`config.mk`:
```
export PLATFORM = sky130hd
export DESIGN_NAME = sha256_message_hash
export DESIGN_NICKNAME = d
export VERILOG_FILES = /design/src/sha256_pkg.sv /design/src/sha256_ram.sv /design/src/sha256_message_hash.sv
export SDC_FILE = /design/constraint.sdc
export NUM_CORES = 2
export LEC_CHECK = 0
export ABC_AREA = 1
export BUFFER_PORTS_ARGS = -buffer_cell sky130_fd_sc_hd__buf_2
export CORE_MARGIN = 5
export CORE_UTILIZATION = 40
export CTS_CLUSTER_DIAMETER = 30
export DETAILED_ROUTE_END_ITERATION = 16
export RECOVER_POWER = 100
export REMOVE_ABC_BUFFERS = 1
export SETUP_SLACK_MARGIN = 0.4
export SLEW_MARGIN = 15
export SYNTH_ARGS = -nofsm -noshare
export SYNTH_HDL_FRONTEND = slang
export SYNTH_SLANG_ARGS = --single-unit
```
`constraint.sdc`:
```
create_clock -name clk -period 44 [get_ports clk]
set_input_delay 4.4 -clock clk [delete_from_list [all_inputs] [get_ports clk]]
set_output_delay 4.4 -clock clk [all_outputs]
set_load 0.02 [all_outputs]
```
`src/sha256_pkg.sv`:
```
`default_nettype none
package sha256_pkg;

	localparam int unsigned WordW = 32;
	localparam int unsigned BlockWords = 16;
	localparam int unsigned Rounds = 64;
	localparam int unsigned CountW = 61;

	typedef struct packed {
		logic [7:0] data_byte;
		logic has_byte;
		logic end_of_message;
	} in_beat_t;

	typedef struct packed {
		logic [31:0] digest_word;
		logic [2:0] word_index;
		logic last_word;
	} out_beat_t;

	localparam logic [7:0][31:0] IV = {
		32'h5be0cd19, 32'h1f83d9ab, 32'h9b05688c, 32'h510e527f,
		32'ha54ff53a, 32'h3c6ef372, 32'hbb67ae85, 32'h6a09e667};

	localparam logic [63:0][31:0] K = {
		32'hc67178f2, 32'hbef9a3f7, 32'ha4506ceb, 32'h90befffa,
		32'h8cc70208, 32'h84c87814, 32'h78a5636f, 32'h748f82ee,
		32'h682e6ff3, 32'h5b9cca4f, 32'h4ed8aa4a, 32'h391c0cb3,
		32'h34b0bcb5, 32'h2748774c, 32'h1e376c08, 32'h19a4c116,
		32'h106aa070, 32'hf40e3585, 32'hd6990624, 32'hd192e819,
		32'hc76c51a3, 32'hc24b8b70, 32'ha81a664b, 32'ha2bfe8a1,
		32'h92722c85, 32'h81c2c92e, 32'h766a0abb, 32'h650a7354,
		32'h53380d13, 32'h4d2c6dfc, 32'h2e1b2138, 32'h27b70a85,
		32'h14292967, 32'h06ca6351, 32'hd5a79147, 32'hc6e00bf3,
		32'hbf597fc7, 32'hb00327c8, 32'ha831c66d, 32'h983e5152,
		32'h76f988da, 32'h5cb0a9dc, 32'h4a7484aa, 32'h2de92c6f,
		32'h240ca1cc, 32'h0fc19dc6, 32'hefbe4786, 32'he49b69c1,
		32'hc19bf174, 32'h9bdc06a7, 32'h80deb1fe, 32'h72be5d74,
		32'h550c7dc3, 32'h243185be, 32'h12835b01, 32'hd807aa98,
		32'hab1c5ed5, 32'h923f82a4, 32'h59f111f1, 32'h3956c25b,
		32'he9b5dba5, 32'hb5c0fbcf, 32'h71374491, 32'h428a2f98};

	function automatic logic [31:0] rotr(input logic [31:0] x, input int unsigned n);
		rotr = (x >> n) | (x << (32 - n));
	endfunction

endpackage
`default_nettype wire

```
`src/sha256_ram.sv`:
```
`default_nettype none
module sha256_ram #(
	parameter int unsigned Width = 32,
	parameter int unsigned Depth = 16
) (
	input wire logic clk,
	input wire logic we,
	input wire logic [$clog2(Depth)-1:0] waddr,
	input wire logic [Width-1:0] wdata,
	input wire logic [$clog2(Depth)-1:0] raddr,
	output logic [Width-1:0] rdata
);
	logic [Width-1:0] mem [Depth];

	always_ff @(posedge clk) begin
		if (we) begin
			mem[waddr] <= wdata;
		end
		rdata <= mem[raddr];
	end
endmodule
`default_nettype wire

```
`src/sha256_message_hash.sv`:
```
// Byte beats: one per cycle while idle; a beat that completes a 64-byte block
// stalls input during load, 64 rounds on the block RAM word stream and add.
// End of message: pad sweep to the last block RAM word, one or two compressions,
// then eight digest beats, one per cycle while out_ready is high.
// Reset (arst_n low) loads the initial hash, clears count.
`default_nettype none
module sha256_message_hash (
	input wire logic clk,
	input wire logic arst_n,
	input wire logic in_valid,
	output logic in_ready,
	input wire sha256_pkg::in_beat_t in_data,
	output logic out_valid,
	input wire logic out_ready,
	output sha256_pkg::out_beat_t out_data
);
	localparam logic [2:0] ST_IDLE = 3'd0;
	localparam logic [2:0] ST_COMP = 3'd1;
	localparam logic [2:0] ST_FIN = 3'd2;
	localparam logic [2:0] ST_PAD = 3'd3;
	localparam logic [2:0] ST_OUT = 3'd4;
	localparam int unsigned Depth = sha256_pkg::BlockWords;
	localparam int unsigned AW = $clog2(Depth);

	logic [2:0] state_q;
	logic [6:0] cnt_q;
	logic [sha256_pkg::CountW-1:0] bc_q, bc_nx;
	logic [23:0] word_q;
	logic [AW-1:0] widx_q;
	logic end_q, first_q, data_blk_q;
	logic [2:0] oidx_q;
	logic [7:0][31:0] hash_q, v_q;
	logic [15:0][31:0] win_q;

	logic we;
	logic [AW-1:0] waddr, raddr;
	logic [31:0] wdata, rdata, pad_word, w, t1, t2, s0, s1;
	logic [63:0] bit_len;
	logic lenblk, accept, two;
	logic [5:0] rnd;

	assign accept = in_valid && in_ready;
	assign in_ready = (state_q == ST_IDLE);
	assign bc_nx = bc_q + 1'b1;
	assign bit_len = {bc_q, 3'b000};
	assign two = (bc_q[5:0] >= 6'd56);
	assign lenblk = !two || !first_q;
	assign raddr = cnt_q[AW-1:0];
	assign rnd = cnt_q[5:0] - 6'd1;

	always_comb begin
		pad_word = '0;
		if (first_q && widx_q == bc_q[5:2]) begin
			case (bc_q[1:0])
				2'd0: pad_word = 32'h8000_0000;
				2'd1: pad_word = {word_q[7:0], 8'h80, 16'h0};
				2'd2: pad_word = {word_q[15:0], 8'h80, 8'h0};
				default: pad_word = {word_q[23:0], 8'h80};
			endcase
		end else if (lenblk && widx_q == AW'(14)) begin
			pad_word = bit_len[63:32];
		end else if (lenblk && widx_q == AW'(15)) begin
			pad_word = bit_len[31:0];
		end
	end

	always_comb begin
		we = 1'b0;
		waddr = widx_q;
		wdata = pad_word;
		if (accept && in_data.has_byte && bc_q[1:0] == 2'd3) begin
			we = 1'b1;
			waddr = bc_q[5:2];
			wdata = {word_q, in_data.data_byte};
		end else if (state_q == ST_PAD) begin
			we = 1'b1;
		end
	end

	sha256_ram #(.Width(sha256_pkg::WordW), .Depth(Depth)) u_blk (
		.clk(clk), .we(we), .waddr(waddr), .wdata(wdata), .raddr(raddr), .rdata(rdata)
	);

	always_comb begin
		s1 = sha256_pkg::rotr(win_q[14], 17) ^ sha256_pkg::rotr(win_q[14], 19)
			^ (win_q[14] >> 10);
		s0 = sha256_pkg::rotr(win_q[1], 7) ^ sha256_pkg::rotr(win_q[1], 18)
			^ (win_q[1] >> 3);
		w = (rnd < 6'd16) ? rdata : s1 + win_q[9] + s0 + win_q[0];
		t1 = v_q[7] + (sha256_pkg::rotr(v_q[4], 6) ^ sha256_pkg::rotr(v_q[4], 11)
			^ sha256_pkg::rotr(v_q[4], 25)) + ((v_q[4] & v_q[5]) ^ (~v_q[4] & v_q[6]))
			+ sha256_pkg::K[rnd] + w;
		t2 = (sha256_pkg::rotr(v_q[0], 2) ^ sha256_pkg::rotr(v_q[0], 13)
			^ sha256_pkg::rotr(v_q[0], 22))
			+ ((v_q[0] & v_q[1]) ^ (v_q[0] & v_q[2]) ^ (v_q[1] & v_q[2]));
	end

	always_ff @(posedge clk) begin
		if (accept && in_data.has_byte) begin
			word_q <= {word_q[15:0], in_data.data_byte};
		end
		if (state_q == ST_COMP) begin
			if (cnt_q == 7'd0) begin
				v_q <= hash_q;
			end else begin
				v_q <= {v_q[6:4], v_q[3] + t1, v_q[2:0], t1 + t2};
				win_q <= {w, win_q[15:1]};
			end
		end
	end

	always_ff @(posedge clk or negedge arst_n) begin
		if (!arst_n) begin
			state_q <= ST_IDLE;
			cnt_q <= '0;
			bc_q <= '0;
			widx_q <= '0;
			end_q <= 1'b0;
			first_q <= 1'b0;
			data_blk_q <= 1'b0;
			oidx_q <= '0;
			hash_q <= sha256_pkg::IV;
		end else begin
			unique case (state_q)
				ST_IDLE: begin
					if (accept) begin
						first_q <= 1'b1;
						end_q <= in_data.end_of_message;
						widx_q <= in_data.has_byte ? bc_nx[5:2] : bc_q[5:2];
						data_blk_q <= in_data.has_byte && (bc_nx[5:0] == 6'd0);
						if (in_data.has_byte) begin
							bc_q <= bc_nx;
							if (bc_nx[5:0] == 6'd0) begin
								state_q <= ST_COMP;
								cnt_q <= '0;
							end else if (in_data.end_of_message) begin
								state_q <= ST_PAD;
							end
						end else if (in_data.end_of_message) begin
							state_q <= ST_PAD;
						end
					end
				end
				ST_PAD: begin
					widx_q <= widx_q + 1'b1;
					if (widx_q == AW'(Depth - 1)) begin
						state_q <= ST_COMP;
						cnt_q <= '0;
					end
				end
				ST_COMP: begin
					if (cnt_q == 7'(sha256_pkg::Rounds)) begin
						cnt_q <= '0;
						state_q <= ST_FIN;
					end else begin
						cnt_q <= cnt_q + 1'b1;
					end
				end
				ST_FIN: begin
					for (int i = 0; i < 8; i++) begin
						hash_q[i] <= hash_q[i] + v_q[i];
					end
					if (data_blk_q && end_q) begin
						// full data block done, end beat still needs its pad block
						data_blk_q <= 1'b0;
						first_q <= 1'b1;
						widx_q <= '0;
						state_q <= ST_PAD;
					end else if (!end_q) begin
						data_blk_q <= 1'b0;
						state_q <= ST_IDLE;
					end else if (lenblk) begin
						state_q <= ST_OUT;
						oidx_q <= '0;
					end else begin
						first_q <= 1'b0;
						widx_q <= '0;
						state_q <= ST_PAD;
					end
				end
				ST_OUT: begin
					if (out_ready) begin
						oidx_q <= oidx_q + 1'b1;
						if (oidx_q == 3'd7) begin
							hash_q <= sha256_pkg::IV;
							bc_q <= '0;
							end_q <= 1'b0;
							state_q <= ST_IDLE;
						end
					end
				end
				default: state_q <= ST_IDLE;
			endcase
		end
	end

	assign out_valid = (state_q == ST_OUT);
	assign out_data.digest_word = hash_q[oidx_q];
	assign out_data.word_index = oidx_q;
	assign out_data.last_word = (oidx_q == 3'd7);

`ifndef SYNTH
	a_no_in_busy: assert property (@(posedge clk) disable iff (!arst_n)
		state_q != ST_IDLE |-> !in_ready) else $error("input taken while busy");
	a_cnt_range: assert property (@(posedge clk) disable iff (!arst_n)
		cnt_q <= 7'(sha256_pkg::Rounds)) else $error("round count overrun");
	a_out_end: assert property (@(posedge clk) disable iff (!arst_n)
		out_valid |-> end_q) else $error("digest without end of message");
	a_pad_end: assert property (@(posedge clk) disable iff (!arst_n)
		state_q == ST_PAD |-> end_q) else $error("padding without end of message");
`endif
endmodule
`default_nettype wire

```
==> key figures <==
Logic synthesis
  • Sequential fraction of the synthesis area: 50.7%
  • Number of instances in the synthesized netlist: 10,100
  • Dominant cell type by area after synthesis: edfxtp_1
  • Post-synthesis register bit count: 1,673
  • Number of enable-type register cells in the synthesized netlist: 1,304
  • Primary flip-flop cell chosen by synthesis mapping: edfxtp_1
  • Number of unique standard cell types used by synthesis: 70
  • Post-synthesis cell area: 95,400 sq um
  • Share of the synthesized area in the top cell type: 41.0%
  • Mapped Avg Cell Area: 9.44 sq um
  • Synth async-reset ratio: 20.1%
  • Synth warn: 0
  • Ranking of synthesized cells by area: edfxtp_1 (41%), nand2_1 (6.3%), o21ai_0 (6.0%)

GRT
  • Vias in the first global route: 74,900
  • Maximum number of pins on one net before global-route repair: 182
  • Antenna violations before repair: 26
  • GRT Total Usage: 28.5%
  • Wire length of the first global-routing pass: 524,000 microns
  • Grt total ovfl: 0

STA
  • Number of hold violations in the final report: 0
  • Fin Clk Skew: 0.132 ns
  • Minimum clock period after layout: 19.69 ns
  • Share of the clock period used by the worst path: 44.7%
  • Final setup fails: 0
  • Aggregate negative setup slack: 0 ns
  • Max-slew violation total from the final report: 3,073
  • RSZ-0062 raised after global routing: false
  • Slew margin rel.: -476%
  • Max Freq: 50.8 MHz
  • Worst slew pin tran: 8.63 ns

Worst setup path
  • Worst-path maximum fanout: 165
  • Worst Setup End Kind: flop
  • Number of buffers and inverters on the critical path: 8
  • Worst Setup Path Type: reg -> reg
  • Required time of the critical path: 44.42 ns
  • Startpoint kind of the worst setup timing path: flop
  • Largest stage delay on the critical path: 5.96 ns
  • Setup slack, reg-to-reg: 24.31 ns
  • Max stage delay cell, worst path: clkbuf_1
  • Critical-path cell list: inv_1 > clkbuf_1 > nand2_1 > inv_1 > nand2_1 > inv_1 > nand2_4 > clkbuf_1 > clkinvlp_2 > nor2_1 > clkbuf_1 > clkbuf_1
  • Crit path top cell by count: clkbuf_1
  • Worst R2R Start: cnt_q[3]
  • Category of cells accounting for the largest share of critical-path delay: buffers and inverters
  • Reg2reg end: win_q[7]
  • Arrival time reported for the critical path endpoint: 20.11 ns
  • Worst Reg-to-Reg Cells: 12

Route
  • Number of DRC markers after the initial detailed-route iteration: 9,086
  • Max layer used: met5
  • Routed wire length: 367,000 microns
  • Routed wl met2: 157,000 microns
  • Detailed-routed wire length on met3: 33,200 microns
  • Post-route antenna net violation count: 0
  • Via count of the routed design: 78,800
  • Post-route met1 wirelength: 162,000 microns
  • Post-route DRC violation count: 0
  • DRT Pass-1 Iters: 6
  • Via-per-instance ratio: 5.71
  • Detail-routed net length per standard cell: 26.6 microns

Cells and area
  • Area growth from synthesis to layout: 17.8%
  • Most used cells in the layout excluding fill and tap cells: nand2_1 (1,600), inv_1 (1,370), edfxtp_1 (1,304)
  • Fraction of layout instances using a drive strength above 1: 9.37%
  • Commonest non-fill, non-tap cell in the layout: nand2_1
  • Number of nets in the layout: 10,900

Clocking
  • Count of hold buffers inserted by post-cts repair: 0
  • Buffer type at the clock tree root: clkbuf_16
  • Clock transition at the registers of the reported paths: 0.05 ns
  • TritonCTS clock tree: yes
  • Worst-skew pair later-pin latency: 0.99 ns
  • Maximum number of buffers from clock root to sink: 4
  • CTS buffer count: 394
  • Count of clock tree sinks: 1,673
  • Post_cts resized: 0
  • Post-CTS repair timing setup buffer count: 0
  • H-Tree Level Count: 5

Min path
  • Min-delay worst type: reg -> reg
  • Endpoint of the worst hold path: win_q[472]
  • Number of instances on the worst hold path: 0
  • Hold Path Origin: win_q[504]

Die
  • IO Count: 52
  • Standard-cell row count: 179
  • Width of the die: 498 microns
  • Die Span Y: 498 microns
  • Placeable core region: 238,000 sq um
  • Initial cell density of the core: 40.1%
  • Total die area: 248,000 sq um

Placed design
  • Detail Placement HPWL: 265,000 microns
  • Final weighted congestion in routability-driven placement: 1.00
  • Port buffer count: 51

Flow run
  • Count of maximum capacitance violations: 60

Outcome
  • Violations in the final reports: capacitance limit, slew limit
  • Status: complete, but fails checks
-- cells in the mapped netlist, types with 61 or more instances --
master,number
nand2_1,1599
inv_1,1372
edfxtp_1,1304
o21ai_0,1139
a21oi_1,758
nor2_1,690
ha_1,397
clkbuf_1,327
nand3_1,287
xor2_1,244
dfrtp_1,201
o22ai_1,199
fa_1,198
xnor2_1,180
a22oi_1,137
dfstp_2,136
nor3_1,123
a31oi_1,86
o21bai_1,79
or2_2,74
nand4_1,61
-- layer usage --
metal	up-vias	GRT usage (%)
met2	3850	42.5
met3	706	5.82
met4	6	10.1
li1	35400	-
met1	38800	41.2
met5	-	0
-- metrics by stage --
step / util (%) / cells / setup WS, ns / hold slack (ns) / area, sq um
detailed placement: 41.8 / 13100 / 33.32 / 0.405 / 99400
floorplan: - / 9719 / -0.449 / 0.400 / 93900
global route: 47.3 / 13800 / 22.38 / 0.338 / 112000
finish: 47.3 / 13800 / 24.31 / 0.358 / 112000
CTS: 47.5 / 13800 / 33.19 / 0.328 / 113000
global placement: 41.8 / 13100 / 33.38 / 0.400 / 99400
-- state kept, by name (all words and copies together) (netlist names), 3 cells and up --
register     flops
bc_q            61
cnt_q            7
hash_q         256
oidx_q           3
state_q          3
u_blk.mem      512
u_blk.rdata     32
v_q            256
widx_q           4
win_q          512
word_q          24
-- layout make-up --
type | count | area, sq um
inverter | 1389 | 5230
multi-input combinational | 6657 | 40300
clock inverter | 244 | 3030
fill | 22300 | 125000
sequential | 1673 | 48400
tap | 3167 | 3960
antenna | 13 | 32.5
timing repair buffer | 184 | 943
clock buffer | 474 | 10400
-- how the worst max path moves through the flow --
stage | startpoint | to | slack (ns) | cells past startpoint
CTS | win_q[36] | v_q[27] | 33.19 | 44
global route | arst_n | hash_q[141] | 22.38 | 4
global placement | win_q[38] | v_q[31] | 33.38 | 46
detailed placement | win_q[36] | v_q[27] | 33.32 | 44
floorplan | state_q[2] | win_q[0] | -0.45 | 3
finish | cnt_q[3] | win_q[7] | 24.31 | 12
-- cells by family after synthesis --
logic type	Yosys count	share of synthesized area, %
buffers and inverters	1775	7.03
XOR/XNOR	424	3.89
multiplexers	24	0.281
AND/OR/NAND/NOR	2929	12.8
adder cells (fa/ha/maj)	599	9.40
flip-flops	1673	50.7
AO/OA/AOI/OAI	2681	15.9
Power is left out: the tool's default activity adds up to more than one toggle a clock period on the data nets, which glitch-free logic cannot reach.
